**src/rtl/lsp_pkg.sv**
```systemverilog
// Package for the line sensor position estimator: sizes, register codes and shared types.
`timescale 1ns / 1ps
package lsp_pkg;

    localparam int CHANNELS   = 8;
    localparam int NUM_PORTS  = 8;
    localparam int SAMPLE_W   = 12;
    localparam int CFG_CNT_W  = 4;
    localparam int ERR_W      = 3;
    localparam int PADDR_W    = 4;
    localparam int PDATA_W    = 32;

    localparam int CNT_W      = $clog2(CHANNELS + 1);
    localparam int SUMW_W     = $clog2(CHANNELS * CHANNELS / 2 + 1) + 1;
    localparam int QW         = $clog2(CHANNELS / 2 + 1);
    localparam int STEP_W     = (QW > 1) ? $clog2(QW) : 1;

    localparam logic [SAMPLE_W-1:0]  SAMPLE_MAX    = '1;
    localparam logic [CFG_CNT_W-1:0] RST_COUNT     = CFG_CNT_W'(8);
    localparam logic [SAMPLE_W-1:0]  RST_THRESHOLD = SAMPLE_W'(2048);

    typedef enum logic [1:0] {
        REG_COUNT     = 2'd0,
        REG_INVERT    = 2'd1,
        REG_THRESHOLD = 2'd2
    } t_reg_idx;

    typedef enum logic {
        ST_IDLE = 1'b0,
        ST_RUN  = 1'b1
    } t_state;

    typedef struct packed {
        logic signed [SUMW_W-1:0] sum_w;
        logic [CNT_W-1:0]         sum_s;
    } t_merge;

    typedef struct packed {
        logic             busy;
        logic [ERR_W-1:0] err;
    } t_div_stat;

endpackage

```
**src/rtl/lsp_lane.sv**
```systemverilog
// One channel lane: level correction, thresholding and next on-line state.
`timescale 1ns / 1ps
module lsp_lane (
    input  logic                           i_func,
    input  logic                           i_dbit,
    input  logic                           i_tmo,
    input  logic [lsp_pkg::SAMPLE_W-1:0]   i_sample,
    input  logic                           i_invert,
    input  logic [lsp_pkg::SAMPLE_W-1:0]   i_threshold,
    input  logic                           i_counted,
    input  logic                           i_state,
    output logic [lsp_pkg::SAMPLE_W-1:0]   o_level,
    output logic                           o_state
);
    import lsp_pkg::*;

    logic                dig;
    logic [SAMPLE_W-1:0] corr;

    always_comb begin
        dig  = i_dbit ^ i_invert;
        corr = i_invert ? (SAMPLE_MAX - i_sample) : i_sample;
        o_level = '0;
        o_state = i_state;
        if (i_counted) begin
            if (!i_func) begin
                o_level = SAMPLE_W'(dig);
                o_state = dig;
            end else if (!i_tmo) begin
                o_level = corr;
                o_state = (corr > i_threshold);
            end
        end
    end

endmodule

```
**src/rtl/lsp_merge.sv**
```systemverilog
// Merge of lane states: weighted sum, active count and off-track flag.
`timescale 1ns / 1ps
module lsp_merge (
    input  logic [lsp_pkg::CHANNELS-1:0] i_line,
    input  logic [lsp_pkg::CNT_W-1:0]    i_count,
    output lsp_pkg::t_merge              o_merge,
    output logic                         o_off
);
    import lsp_pkg::*;

    logic signed [SUMW_W-1:0] half;
    logic signed [SUMW_W-1:0] w;

    always_comb begin
        half = $signed(SUMW_W'(i_count >> 1));
        o_merge = '0;
        o_off = 1'b1;
        w = '0;
        for (int i = 0; i < CHANNELS; i++) begin
            w = $signed(SUMW_W'(i)) - half;
            if (CNT_W'(i) < i_count) begin
                if (i_line[i]) begin
                    o_merge.sum_w = o_merge.sum_w + w;
                    o_merge.sum_s = o_merge.sum_s + CNT_W'(1);
                end
                if (i_line[i] != i_line[0]) begin
                    o_off = 1'b0;
                end
            end
        end
    end

endmodule

```
**src/rtl/lsp_div.sv**
```systemverilog
// Iterative signed divider, one quotient bit per cycle, truncating toward zero.
`timescale 1ns / 1ps
module lsp_div (
    input  logic                i_clk,
    input  logic                i_rst_n,
    input  logic                i_start,
    input  lsp_pkg::t_merge     i_merge,
    output lsp_pkg::t_div_stat  o_stat
);
    import lsp_pkg::*;

    localparam int XW = SUMW_W + CNT_W + QW;

    logic              r_busy;
    logic [STEP_W-1:0] r_step;
    logic [SUMW_W-1:0] r_rem;
    logic [QW-1:0]     r_quo;
    logic [CNT_W-1:0]  r_dvs;
    logic              r_neg;
    logic              r_zero;

    logic [SUMW_W-1:0]   mag;
    logic [XW-1:0]       sh;
    logic                ge;
    logic [QW+ERR_W-1:0] qx;
    logic [QW+ERR_W-1:0] res;

    always_comb begin
        mag = i_merge.sum_w[SUMW_W-1] ? SUMW_W'(-i_merge.sum_w) : SUMW_W'(i_merge.sum_w);
        sh  = XW'(r_dvs) << r_step;
        ge  = (XW'(r_rem) >= sh);
        qx  = (QW+ERR_W)'(r_quo);
        res = r_neg ? (QW+ERR_W)'(-qx) : qx;
        o_stat.busy = r_busy;
        o_stat.err  = r_zero ? '0 : res[ERR_W-1:0];
    end

    always_ff @(posedge i_clk) begin
        if (!i_rst_n) begin
            r_busy <= 1'b0;
        end else if (i_start) begin
            r_busy <= 1'b1;
        end else if (r_busy && (r_step == '0)) begin
            r_busy <= 1'b0;
        end
    end

    always_ff @(posedge i_clk) begin
        if (i_start) begin
            r_step <= STEP_W'(QW - 1);
            r_rem  <= mag;
            r_quo  <= '0;
            r_dvs  <= i_merge.sum_s;
            r_neg  <= i_merge.sum_w[SUMW_W-1];
            r_zero <= (i_merge.sum_s == '0);
        end else if (r_busy) begin
            if (ge) begin
                r_rem <= r_rem - sh[SUMW_W-1:0];
                r_quo[r_step] <= 1'b1;
            end
            if (r_step != '0) begin
                r_step <= r_step - STEP_W'(1);
            end
        end
    end

endmodule

```
**src/rtl/line_sensor_position_estimator_top.sv**
```systemverilog
// Top level of the line sensor position estimator: APB registers, lanes, merge, divider, output.
// Throughput is set by the 3-step centroid divider plus the output load; result back-pressure can stall it.
// The next input is taken at the edge that loads the previous result into the output register.
// Reset is synchronous, active low: channel states clear, sensor_count 8, invert 0,
// threshold 2048, output register empty.
`timescale 1ns / 1ps
module line_sensor_position_estimator_top (
    input  logic                         i_clk,
    input  logic                         i_rst_n,
    input  logic                         psel,
    input  logic                         penable,
    input  logic                         pwrite,
    input  logic [lsp_pkg::PADDR_W-1:0]  paddr,
    input  logic [lsp_pkg::PDATA_W-1:0]  pwdata,
    output logic [lsp_pkg::PDATA_W-1:0]  prdata,
    output logic                         pready,
    input  logic                         i_in_valid,
    output logic                         o_in_ready,
    input  logic                         i_func,
    input  logic [7:0]                   i_digital_bits,
    input  logic [7:0]                   i_timeout_mask,
    input  logic [lsp_pkg::SAMPLE_W-1:0] i_sample_0,
    input  logic [lsp_pkg::SAMPLE_W-1:0] i_sample_1,
    input  logic [lsp_pkg::SAMPLE_W-1:0] i_sample_2,
    input  logic [lsp_pkg::SAMPLE_W-1:0] i_sample_3,
    input  logic [lsp_pkg::SAMPLE_W-1:0] i_sample_4,
    input  logic [lsp_pkg::SAMPLE_W-1:0] i_sample_5,
    input  logic [lsp_pkg::SAMPLE_W-1:0] i_sample_6,
    input  logic [lsp_pkg::SAMPLE_W-1:0] i_sample_7,
    output logic                         o_out_valid,
    input  logic                         i_out_ready,
    output logic [7:0]                   o_line_bits,
    output logic signed [lsp_pkg::ERR_W-1:0] o_track_error,
    output logic                         o_off_track,
    output logic [lsp_pkg::SAMPLE_W-1:0] o_level_0,
    output logic [lsp_pkg::SAMPLE_W-1:0] o_level_1,
    output logic [lsp_pkg::SAMPLE_W-1:0] o_level_2,
    output logic [lsp_pkg::SAMPLE_W-1:0] o_level_3,
    output logic [lsp_pkg::SAMPLE_W-1:0] o_level_4,
    output logic [lsp_pkg::SAMPLE_W-1:0] o_level_5,
    output logic [lsp_pkg::SAMPLE_W-1:0] o_level_6,
    output logic [lsp_pkg::SAMPLE_W-1:0] o_level_7
);
    import lsp_pkg::*;

    logic [CFG_CNT_W-1:0] r_cfg_count;
    logic                 r_cfg_invert;
    logic [SAMPLE_W-1:0]  r_cfg_thr;

    t_state r_state;
    t_state n_state;

    logic [CHANNELS-1:0] r_line;
    logic [CHANNELS-1:0] n_line;
    logic [SAMPLE_W-1:0] r_lvl [NUM_PORTS];
    logic                r_off;

    logic                r_ovalid;
    logic [7:0]          r_obits;
    logic [ERR_W-1:0]    r_oerr;
    logic                r_ooff;
    logic [SAMPLE_W-1:0] r_olvl [NUM_PORTS];

    logic [SAMPLE_W-1:0] w_smp [NUM_PORTS];
    logic [SAMPLE_W-1:0] w_lvl [NUM_PORTS];
    logic [CNT_W-1:0]    w_count;
    logic                w_off;
    logic                accept;
    logic                load_out;
    logic                cfg_wr;
    t_merge              w_merge;
    t_div_stat           w_div;

    // configuration port
    assign pready = 1'b1;
    assign cfg_wr = psel && penable && pwrite;

    always_ff @(posedge i_clk) begin
        if (!i_rst_n) begin
            r_cfg_count  <= RST_COUNT;
            r_cfg_invert <= 1'b0;
            r_cfg_thr    <= RST_THRESHOLD;
        end else if (cfg_wr) begin
            unique case (paddr[3:2])
                REG_COUNT:     r_cfg_count  <= pwdata[CFG_CNT_W-1:0];
                REG_INVERT:    r_cfg_invert <= pwdata[0];
                REG_THRESHOLD: r_cfg_thr    <= pwdata[SAMPLE_W-1:0];
                default: ;
            endcase
        end
    end

    always_comb begin
        unique case (paddr[3:2])
            REG_COUNT:     prdata = PDATA_W'(r_cfg_count);
            REG_INVERT:    prdata = PDATA_W'(r_cfg_invert);
            REG_THRESHOLD: prdata = PDATA_W'(r_cfg_thr);
            default:       prdata = '0;
        endcase
    end

    assign w_count = (r_cfg_count > CFG_CNT_W'(CHANNELS)) ? CNT_W'(CHANNELS)
                                                          : CNT_W'(r_cfg_count);

    // lanes
    assign w_smp[0] = i_sample_0;
    assign w_smp[1] = i_sample_1;
    assign w_smp[2] = i_sample_2;
    assign w_smp[3] = i_sample_3;
    assign w_smp[4] = i_sample_4;
    assign w_smp[5] = i_sample_5;
    assign w_smp[6] = i_sample_6;
    assign w_smp[7] = i_sample_7;

    for (genvar g = 0; g < NUM_PORTS; g++) begin : g_lane
        if (g < CHANNELS) begin : g_on
            lsp_lane u_lane (
                .i_func      (i_func),
                .i_dbit      (i_digital_bits[g]),
                .i_tmo       (i_timeout_mask[g]),
                .i_sample    (w_smp[g]),
                .i_invert    (r_cfg_invert),
                .i_threshold (r_cfg_thr),
                .i_counted   (CNT_W'(g) < w_count),
                .i_state     (r_line[g]),
                .o_level     (w_lvl[g]),
                .o_state     (n_line[g])
            );
        end else begin : g_off
            assign w_lvl[g] = '0;
        end
    end

    lsp_merge u_merge (
        .i_line  (n_line),
        .i_count (w_count),
        .o_merge (w_merge),
        .o_off   (w_off)
    );

    lsp_div u_div (
        .i_clk   (i_clk),
        .i_rst_n (i_rst_n),
        .i_start (accept),
        .i_merge (w_merge),
        .o_stat  (w_div)
    );

    // control
    always_comb begin
        unique case (r_state)
            ST_IDLE: n_state = accept ? ST_RUN : ST_IDLE;
            ST_RUN:  n_state = (load_out && !accept) ? ST_IDLE : ST_RUN;
            default: n_state = ST_IDLE;
        endcase
    end

    always_comb begin
        load_out   = (r_state == ST_RUN) && !w_div.busy && (!r_ovalid || i_out_ready);
        o_in_ready = (r_state == ST_IDLE) || load_out;
        accept     = i_in_valid && o_in_ready;
    end

    always_ff @(posedge i_clk) begin
        if (!i_rst_n) begin
            r_state <= ST_IDLE;
            r_line  <= '0;
        end else begin
            r_state <= n_state;
            if (accept) begin
                r_line <= n_line;
            end
        end
    end

    always_ff @(posedge i_clk) begin
        if (accept) begin
            r_lvl <= w_lvl;
            r_off <= w_off;
        end
    end

    // output register
    always_ff @(posedge i_clk) begin
        if (!i_rst_n) begin
            r_ovalid <= 1'b0;
        end else if (load_out) begin
            r_ovalid <= 1'b1;
        end else if (i_out_ready) begin
            r_ovalid <= 1'b0;
        end
    end

    always_ff @(posedge i_clk) begin
        if (load_out) begin
            r_obits <= 8'(r_line);
            r_oerr  <= w_div.err;
            r_ooff  <= r_off;
            r_olvl  <= r_lvl;
        end
    end

    assign o_out_valid   = r_ovalid;
    assign o_line_bits   = r_obits;
    assign o_track_error = $signed(r_oerr);
    assign o_off_track   = r_ooff;
    assign o_level_0     = r_olvl[0];
    assign o_level_1     = r_olvl[1];
    assign o_level_2     = r_olvl[2];
    assign o_level_3     = r_olvl[3];
    assign o_level_4     = r_olvl[4];
    assign o_level_5     = r_olvl[5];
    assign o_level_6     = r_olvl[6];
    assign o_level_7     = r_olvl[7];

    a_accept_runs: assert property (@(posedge i_clk) disable iff (!i_rst_n)
        accept |=> (r_state == ST_RUN))
        else $error("transfer did not start a run");

    a_ready_in_run: assert property (@(posedge i_clk) disable iff (!i_rst_n)
        (o_in_ready && (r_state == ST_RUN)) |-> load_out)
        else $error("input ready in run without result load");

    a_load_after_div: assert property (@(posedge i_clk) disable iff (!i_rst_n)
        load_out |-> !w_div.busy)
        else $error("result loaded while divider busy");

    a_valid_from_run: assert property (@(posedge i_clk) disable iff (!i_rst_n)
        $rose(r_ovalid) |-> $past(r_state == ST_RUN))
        else $error("result appeared without a run");

endmodule

```
**config.mk**
```make
export PLATFORM = sky130hd
export DESIGN_NAME = line_sensor_position_estimator_top
export DESIGN_NICKNAME = d
export VERILOG_FILES = /design/src/rtl/lsp_pkg.sv /design/src/rtl/lsp_lane.sv /design/src/rtl/lsp_merge.sv /design/src/rtl/lsp_div.sv /design/src/rtl/line_sensor_position_estimator_top.sv
export SDC_FILE = /design/constraint.sdc
export NUM_CORES = 1
export LEC_CHECK = 0
export BUFFER_PORTS_ARGS = -buffer_cell sky130_fd_sc_hd__buf_4
export CAP_MARGIN = 10
export CORE_MARGIN = 2
export CORE_UTILIZATION = 54
export DETAILED_ROUTE_END_ITERATION = 16
export GPL_ROUTABILITY_DRIVEN = 0
export PLACE_DENSITY = 0.79
export SLEW_MARGIN = 20
export SYNTH_ARGS = -nofsm -noshare
export SYNTH_HDL_FRONTEND = slang
export SYNTH_SLANG_ARGS = --single-unit
```
**constraint.sdc**
```tcl
create_clock -name i_clk -period 19.7 [get_ports i_clk]
set_input_delay 1.97 -clock i_clk [delete_from_list [all_inputs] [get_ports i_clk]]
set_output_delay 1.97 -clock i_clk [all_outputs]
set_load 0.03 [all_outputs]
```
# Word level (Yosys, flattened, before mapping)
# Index checks and enable logic that the tools add are counted.
# totals
latch_bits	0
mem_count	0
input_bits	156
elab_cells	253
mem_bits_ro	0
regBits	251
ram_bits	0
output_inout_bits	143
# classes
n_lt_le_gt_ge	20
addsub	34
n_mul	0
reduce_logical	35
n_eq_ne	9
muxes	94
n_bitwise	19
div_mod_pow	0
n_shift	1
# ops
operator	n
11-bit 2-to-1 mux	16
12-bit greater-than comparator	8
12-bit 2-to-1 mux	8
12-bit subtractor (first input constant)	8
1-bit 2-to-1 mux	61
7-bit adder	7
12-bit one-hot mux with 3 select lines	1
4-bit by 1-bit adder with 4-bit output (second input constant)	7
7-bit 2-to-1 mux	4
3-bit OR reduction	8
3-bit by 4-bit < comparator with 1-bit output (first input constant)	4
3-bit by 3-bit subtractor with 4-bit output (first input constant)	4
7-bit by 14-bit greater-or-equal comparator with 1-bit output	1
4-bit by 2-bit << shifter with 14-bit output	1
2-bit AND reduction	6
1-bit inverter	10
2-bit nonzero test	5
1-bit logical AND	8
1-bit by 4-bit < comparator with 1-bit output (first input constant)	2
2-bit by 4-bit < comparator with 1-bit output (first input constant)	2
1-bit by 3-bit subtractor with 4-bit output (first input constant)	2
2-bit by 3-bit subtractor with 4-bit output (first input constant)	2
1-bit XOR	8
1-bit inequality test	7
18 further kinds	22

# Depth between registers and ports, before layout
# Gate-level depths: netlist of the first run.
# depth
ltp_word	32
ltp_mapped	52
mapped_depth_nobuf	48

# Cells and area by module
# Synthesis of the first run repeated with hierarchy kept, for this count alone.
# hier_totals
cells_unflattened	1501
hier_area_um2	16488.3
# by_module_without_submodules
mod	seq_area_each_um2	cells_each	n_inst	area_each_um2
line_sensor_position_estimator_top	6696.4	381	1	7671.1
lsp_lane	0.0	74	8	563.0
lsp_merge	0.0	396	1	2974.1
lsp_div	510.5	132	1	1338.8

# Worst setup path after synthesis of the first run
# OpenSTA, ideal clock, no wires.
# synth_timing
path_kind	in2reg
from	in i_sample_0[9] (netlist name)
to	reg u_div.r_rem[4] (data pin)
arrival_ps	10766
path_stages	45
setup_ps	259
n_path_buf	0
t_required_ps	19441
setup_slack_ps	8675
path_cell_list	xor2_1 ha_1 a211oi_1 nor2_1 or4_4 or3_1 nor2b_1 and2_1 fa_1 and2_1 a31o_2 fa_1 a21o_1 a21oi_1 xnor2_1 nand2_1 nand2_1 ha_1 [9 not listed] a21o_1 a311oi_1 and2_1 nor2_1 ha_1 or4_1 o2111ai_1 nand3_1 o31ai_1 ha_1 o21ai_0 a21oi_1 xnor2_1 xnor3_1 nor4_4 nor2_2 and4b_1 a211o_1
# synth_lines
item	line	text
start, declared	line_sensor_position_estimator_top.sv:22	input logic [lsp_pkg::SAMPLE_W-1:0] i_sample_0,
end signal, assigned	lsp_div.sv:51	r_rem <= mag;
end signal, assigned	lsp_div.sv:58	r_rem <= r_rem - sh[SUMW_W-1:0];
end, declared	lsp_div.sv:16	logic [SUMW_W-1:0] r_rem;

==> results of run 1 <==
-- Yosys cell counts, drive strengths merged (4+ instances only) --
| library cell | n | area [sq um] |
|---|---|---|
| nand2b | 11 | 68.8 |
| o211ai | 11 | 87.6 |
| and2 | 15 | 93.8 |
| a31oi | 12 | 75.1 |
| nor3 | 28 | 140 |
| dfxtp | 33 | 661 |
| o21a | 23 | 173 |
| xnor2 | 52 | 478 |
| nand3 | 21 | 105 |
| mux2 | 5 | 56.3 |
| and3 | 80 | 500 |
| nand4 | 20 | 125 |
| nor2 | 99 | 374 |
| nor4 | 4 | 40.0 |
| a311oi | 5 | 43.8 |
| a21oi | 103 | 515 |
| nor2b | 31 | 194 |
| or2 | 5 | 31.3 |
| clkbuf | 38 | 143 |
| a21o | 32 | 240 |
| o31ai | 6 | 58.8 |
| xor2 | 102 | 893 |
| edfxtp | 218 | 6550 |
| a221oi | 8 | 88.8 |
| inv | 55 | 206 |
| ha | 155 | 1940 |
| a211oi | 11 | 82.6 |
| fa | 9 | 180 |
| or3 | 8 | 50.1 |
| buf | 40 | 241 |
| o21bai | 6 | 48.8 |
| mux2i | 15 | 150 |
| nand2 | 94 | 353 |
| o21ai | 43 | 230 |
-- state kept, by name (all words and copies together), names as in the netlist, 2 cells and up --
signal / count
r_cfg_thr: 12
o_level_2: 12
o_level_1: 12
o_track_error: 3
r_cfg_count: 4
r_lvl: 96
o_level_7: 12
o_level_0: 12
u_div.r_rem: 7
u_div.r_step: 2
o_level_3: 12
u_div.r_quo: 3
o_level_6: 12
o_level_4: 12
o_level_5: 12
o_line_bits: 8
r_line: 8
u_div.r_dvs: 4
-- per-stage QoR --
step                      total power, mW  instances  hold slack (ns)
after global routing                 1.90       2107            0.422
after floorplan                      1.12       1487            0.400
after detailed placement             1.26       2059            0.405
final                                1.80       2107            0.418
after global placement               1.24       2059            0.401
after CTS                            1.80       2107            0.418
-- report_power, final --
part	switching, mW	internal (mW)	total, mW
Combinational	0.345	0.257	0.603
Sequential	0.0205	0.638	0.658
Clock	0.209	0.330	0.540
-- area by class of cell --
type                    instances  area [sq um]
well taps                     384           480
clock buffers                  30           687
repair buffers                266          2000
multi-input cells            1100          8100
flip-flops and latches        251          7210
clock inverters                18           262
inverters                      58           220
fillers                      2154          9820
-- worst max-delay path by stage --
stage | from | endpoint | slack [ns] | cells past startpoint
finish | r_cfg_invert | u_div.r_rem[4] | 7.42 | 48
global route | r_cfg_invert | u_div.r_rem[4] | 6.71 | 48
CTS | r_cfg_invert | u_div.r_rem[4] | 7.59 | 44
detailed placement | i_sample_0[9] | u_div.r_rem[4] | 7.39 | 46
global placement | i_sample_0[9] | u_div.r_rem[4] | 7.62 | 44
floorplan | i_sample_0[9] | u_div.r_rem[4] | 8.67 | 45
-- logic make-up after synthesis --
family / after synthesis / synth area share
AND/OR/NAND/NOR: 430 / 0.139
AO/OA/AOI/OAI: 298 / 0.127
flip-flops: 251 / 0.456
adder cells (fa/ha/maj): 165 / 0.135
XOR/XNOR: 157 / 0.0911
buffers and inverters: 136 / 0.0381
multiplexers: 20 / 0.0131
other: 2 / 0.000475
-- layer usage --
metal / vias to the layer above / routed length (um)
met2: 515 / 20000
met3: 98 / 2950
met5: - / 0
met1: 5800 / 16900
met4: 0 / 1690
li1: 5787 / -
==> flow_metrics.env, run 1 <==
export IMPL_setup_ws_ns=7.42
export IMPL_worstMarginPinSlew_ns=1.10
export IMPL_synth_yosys_seq_area_share=0.456
export IMPL_startpoint_type="flop"
export IMPL_finalNetCount=2023
export IMPL_grtUsageMet1=0.341
export IMPL_p_leak_nw=8.37
export IMPL_crit_fanout=67
export IMPL_dp_slack_ns=7.39
export IMPL_initial_core_util=0.549
export IMPL_drtPass1Iterations=5
export IMPL_grt_pass1_vias=11700
export IMPL_crit_family="compound AO/OA/AOI/OAI gates"
export IMPL_maxCapViolations=0
export IMPL_antenna_left=0
export IMPL_cts_tree="yes"
export IMPL_use_met3=0.0385
export IMPL_post_cts_setup_buffer_count=0
export IMPL_synth_cell_types=84
export IMPL_setup_viol=0
export IMPL_antenna_diode_count=0
export IMPL_dr_total_vias=12200
export IMPL_async_flop_share=0
export IMPL_clk_latency_ns=0.54
export IMPL_cts_resized=0
export IMPL_rows=62
export IMPL_overflow=0
export IMPL_vias_per_cell=5.79
export IMPL_powerDensity_mw_per_mm2=95.0
export IMPL_worstReg2RegStart="r_cfg_invert"
export IMPL_cp_required_ns=19.99
export IMPL_die_width_um=175
export IMPL_ioPinCount=299
export IMPL_min_period_ns=12.28
export IMPL_dieArea_sq_mm=0.0306
export IMPL_max_freq_mhz=81.5
export IMPL_drc=0
export IMPL_ys_warnings_count=0
export IMPL_grt_first_pass_wirelength_um=63900
export IMPL_layout_commonest_cell="buf_4"
export IMPL_place_port_buffers=255
export IMPL_clk_path_buf_depth=3
export IMPL_cts_inserted_buffers=26
export IMPL_design_area_sq_mm=0.0190
export IMPL_dieHeight_um=175
export IMPL_cp_slowest_stage_delay_ns=0.94
export IMPL_top_usage_layer="met2"
export IMPL_grt_antenna_before_repair=0
export IMPL_final_cell_mix="265 x buf_4, 218 x edfxtp_1, 155 x ha_1, 103 x a21oi_1, 102 x xor2_1"
export IMPL_skew_ns=0.0202
export IMPL_grt_max_degree=89
export IMPL_synthFlopType="edfxtp_1"
export IMPL_core_sq_mm=0.0288
export IMPL_holdPathEnd="o_level_2[2]"
export IMPL_ir_drop_mv=0.0653
export IMPL_status="finished clean"
export IMPL_hold_viol=0
export IMPL_rsz0062_at_grt="false"
export IMPL_drtIter0Drc=1211
export IMPL_track_usage=0.266
export IMPL_avgSynthCellArea_sq_um=10.8
export IMPL_crit_type="reg -> reg"
export IMPL_cts_clk_slew_worst_paths_ns=0.06
export IMPL_place_area_sq_mm=0.0180
export IMPL_ff2ff_setup_slack_ns=7.42
export IMPL_path_buf_inv=4
export IMPL_grt_use_met2=0.453
export IMPL_clock_sinks=251
export IMPL_hold_class="reg -> reg"
export IMPL_synth_edf_count=218
export IMPL_post_route_util=0.659
export IMPL_max_slew_margin=0.264
export IMPL_reg2reg_depth=48
export IMPL_root_buffer="clkbuf_16"
export IMPL_syn2layout_area_growth_pct=20.0
export IMPL_ys_ff_latch=251
export IMPL_slew_viol_final=0
export IMPL_worstHoldStart="r_lvl[62]"
export IMPL_htreeDepth=1
export IMPL_cts_hold_buf=0
export IMPL_setup_tns_ns=0
export IMPL_drt_wl_total_um=41500
export IMPL_min_path_cells=0
export IMPL_reg2reg_to="u_div.r_rem[4]"
export IMPL_hpwl_um=31000
export IMPL_end_kind="flop"
export IMPL_synth_area_sq_mm=0.0158
export IMPL_wl_per_cell_um=19.7
export IMPL_synth_cells=1459
export IMPL_fin_crit_sh=0.623
export IMPL_path_common_cell="ha_1"
export IMPL_cp_arrival_ns=12.56
export IMPL_cpMaxStageDelayCell="buf_4"
export IMPL_drive_above_1_share=0.201
Note: power is estimated with default switching activity, not from simulation.
==> run 2, diff against run 1 <==
--- a/config.mk
+++ b/config.mk
@@ -5,6 +5,7 @@
 export SDC_FILE = /design/constraint.sdc
 export NUM_CORES = 1
 export LEC_CHECK = 0
+export ABC_AREA = 1
 export BUFFER_PORTS_ARGS = -buffer_cell sky130_fd_sc_hd__buf_4
 export CAP_MARGIN = 10
 export CORE_MARGIN = 2
==> constraint.sdc (replaced) <==
create_clock -name i_clk -period 12.39 [get_ports i_clk]
set_input_delay 1.239 -clock i_clk [delete_from_list [all_inputs] [get_ports i_clk]]
set_output_delay 1.239 -clock i_clk [all_outputs]
set_load 0.03 [all_outputs]
==> flow_metrics.env, run 2 <==
export IMPL_synth_top_area_frac=0.410
export IMPL_clk_latency_ns=0.52
export IMPL_maxCapViolations=0
export IMPL_synth_simple_area_share=0.235
export IMPL_cts_clk_slew_worst_paths_ns=0.06
export IMPL_dieHeight_um=176
export IMPL_setup_viol=0
export IMPL_fin_crit_sh=0.767
export IMPL_startpoint_type="flop"
export IMPL_ioPinCount=299
export IMPL_synthTopCellsByArea="edfxtp_1 41%, ha_1 12%, nand2_1 10%"
export IMPL_crit_fanout=112
export IMPL_powerDensity_mw_per_mm2=141
export IMPL_cp_arrival_ns=9.76
export IMPL_syn2layout_area_growth_pct=19.2
export IMPL_max_freq_mhz=105
export IMPL_ys_warnings_count=0
export IMPL_drtIter0Drc=1268
export IMPL_yosysMostFrequentCell="nand2_1"
export IMPL_die_width_um=176
export IMPL_synth_top_cell_by_area="edfxtp_1"
export IMPL_seq_area_sq_mm=0.00721
export IMPL_synth_area_sq_mm=0.0160
export IMPL_ir_drop_mv=0.0904
export IMPL_synth_yosys_seq_area_share=0.451
export IMPL_status="finished clean"
export IMPL_synth_cells=1793
export IMPL_place_port_buffers=255
export IMPL_slew_viol_final=0
export IMPL_track_usage=0.277
export IMPL_core_sq_mm=0.0289
export IMPL_total_power_mw=2.68
export IMPL_cp_slowest_stage_delay_ns=0.77
export IMPL_final_cells=2461
export IMPL_htreeDepth=1
export IMPL_clock_sinks=251
export IMPL_clk_path_buf_depth=3
export IMPL_post_route_util=0.658
export IMPL_top_register="r_lvl"
export IMPL_dieArea_sq_mm=0.0310
export IMPL_synth_xor_area_frac=0.0175
export IMPL_synth_cell_types=55
export IMPL_ff2ff_setup_slack_ns=2.89
export IMPL_max_slew_margin=0.282
export IMPL_async_flop_share=0
export IMPL_drive_above_1_share=0.226
export IMPL_antenna_left=0
export IMPL_post_cts_setup_buffer_count=0
export IMPL_final_cell_mix="439 x nand2_1, 272 x buf_4, 218 x edfxtp_1, 181 x a21oi_1, 155 x ha_1"
export IMPL_overflow=0
export IMPL_grt_antenna_before_repair=10
export IMPL_avgSynthCellArea_sq_um=8.91
export IMPL_synthTopCellsByCount="439 x nand2_1, 218 x edfxtp_1, 181 x a21oi_1, 155 x ha_1, 147 x inv_1"
export IMPL_finalNetCount=2371
export IMPL_synth_edf_count=218
export IMPL_cts_resized=0
export IMPL_dr_total_vias=13600
export IMPL_hold_class="reg -> reg"
export IMPL_end_kind="flop"
export IMPL_rows=62
export IMPL_synth_fa_ha_area_frac=0.133
export IMPL_synth_top_family_by_area="simple AND/OR/NAND/NOR gates"
export IMPL_path_common_cell="nand2_1"
export IMPL_synthMuxAreaShare=0.000626
export IMPL_ys_ff_latch=251
export IMPL_setup_tns_ns=0
export IMPL_cts_hold_buf=0
export IMPL_min_period_ns=9.50
export IMPL_grt_first_pass_wirelength_um=67300
export IMPL_drt_wl_total_um=43700
export IMPL_crit_type="reg -> reg"
export IMPL_root_buffer="clkbuf_16"
export IMPL_grt_pass1_vias=13300
export IMPL_cts_inserted_buffers=25
export IMPL_drtPass1Iterations=6
export IMPL_synth_compound_area_frac=0.102
export IMPL_largest_register_ffs=96
export IMPL_rsz0062_at_grt="false"
export IMPL_initial_core_util=0.552
export IMPL_skew_ns=0.00977
export IMPL_p_leak_nw=8.75
export IMPL_worst_hold_slack_ns=0.415
export IMPL_hold_viol=0
export IMPL_dp_cells=2408
export IMPL_cpMaxStageDelayCell="buf_4"
export IMPL_hpwl_um=32700
export IMPL_cts_tree="yes"
export IMPL_layout_commonest_cell="nand2_1"
export IMPL_multi_input_area_sq_mm=0.00791
export IMPL_vias_per_cell=5.54
export IMPL_fillers=2280
export IMPL_grt_max_degree=113
export IMPL_cp_required_ns=12.65
export IMPL_synthFlopType="edfxtp_1"
export IMPL_drc=0
export IMPL_wl_per_cell_um=17.7
export IMPL_worstMarginPinSlew_ns=1.07
-- run 2: cell count changes in the layout (fill, tap and decap cells not counted), sizes merged, moves of 79 or more --
cell / before / now
a21oi: 103 / 182
and3: 80 / 0
inv: 59 / 163
nand2: 94 / 463
or2: 5 / 107
xor2: 102 / 14
-- run 2: power by group --
part	switching [mW]	internal, mW
clock	0.310	0.410
combinational	0.574	0.348
sequential	0.0285	1.01
-- run 2: layer usage --
layer,vias to the layer above,global-route usage,part of all wire
met5,-,0,0
met4,0,0.157,0.059
met3,154,0.0446,0.079
met2,596,0.471,0.48
met1,6273,0.334,0.39
li1,6613,-,-
-- run 2: cell type report --
cell class	count	area share
diodes	10	0.00131
flip-flops and latches	251	0.378
repair buffers	272	0.107
multi-input cells	1337	0.415
clock buffers	30	0.0338
clock inverters	13	0.00604
inverters	164	0.0328
well taps	384	0.0252
-- run 2: worst paths after layout --
check	from	endpoint	cells past startpoint
setup / recovery	r_cfg_invert	u_div.r_rem[4]	44
hold / removal	r_lvl[53]	o_level_3[5]	0
setup reg to reg	r_cfg_invert	u_div.r_rem[4]	44
hold reg to reg	r_lvl[53]	o_level_3[5]	0
-- run 2: cells by family (layout without fill, tap and decap cells) --
logic type               count (synthesis)  in the layout
AND/OR/NAND/NOR                        823            823
AO/OA/AOI/OAI                          287            287
flip-flops                             251            251
buffers and inverters                  233            479
adder cells (fa/ha/maj)                164            164
XOR/XNOR                                32             32
other                                    2             40
multiplexers                             1              1
-- run 2: critical path: cells and delay by family (launching register included) --
family / cells / cell delay (ns)
xor+xnor: 2 / 0.39
simple gates: 25 / 3.40
fa+ha+maj: 8 / 2.97
flops: 1 / 0.34
buf+inv: 6 / 1.40
compound gates: 3 / 0.67
-- run 2: stage by stage --
stage	instance area [sq um]	setup WS (ns)
after global routing	19000	2.18
final	19100	2.89
after global placement	18300	2.81
after detailed placement	18300	2.63
after CTS	19000	2.98
after floorplan	16100	3.41
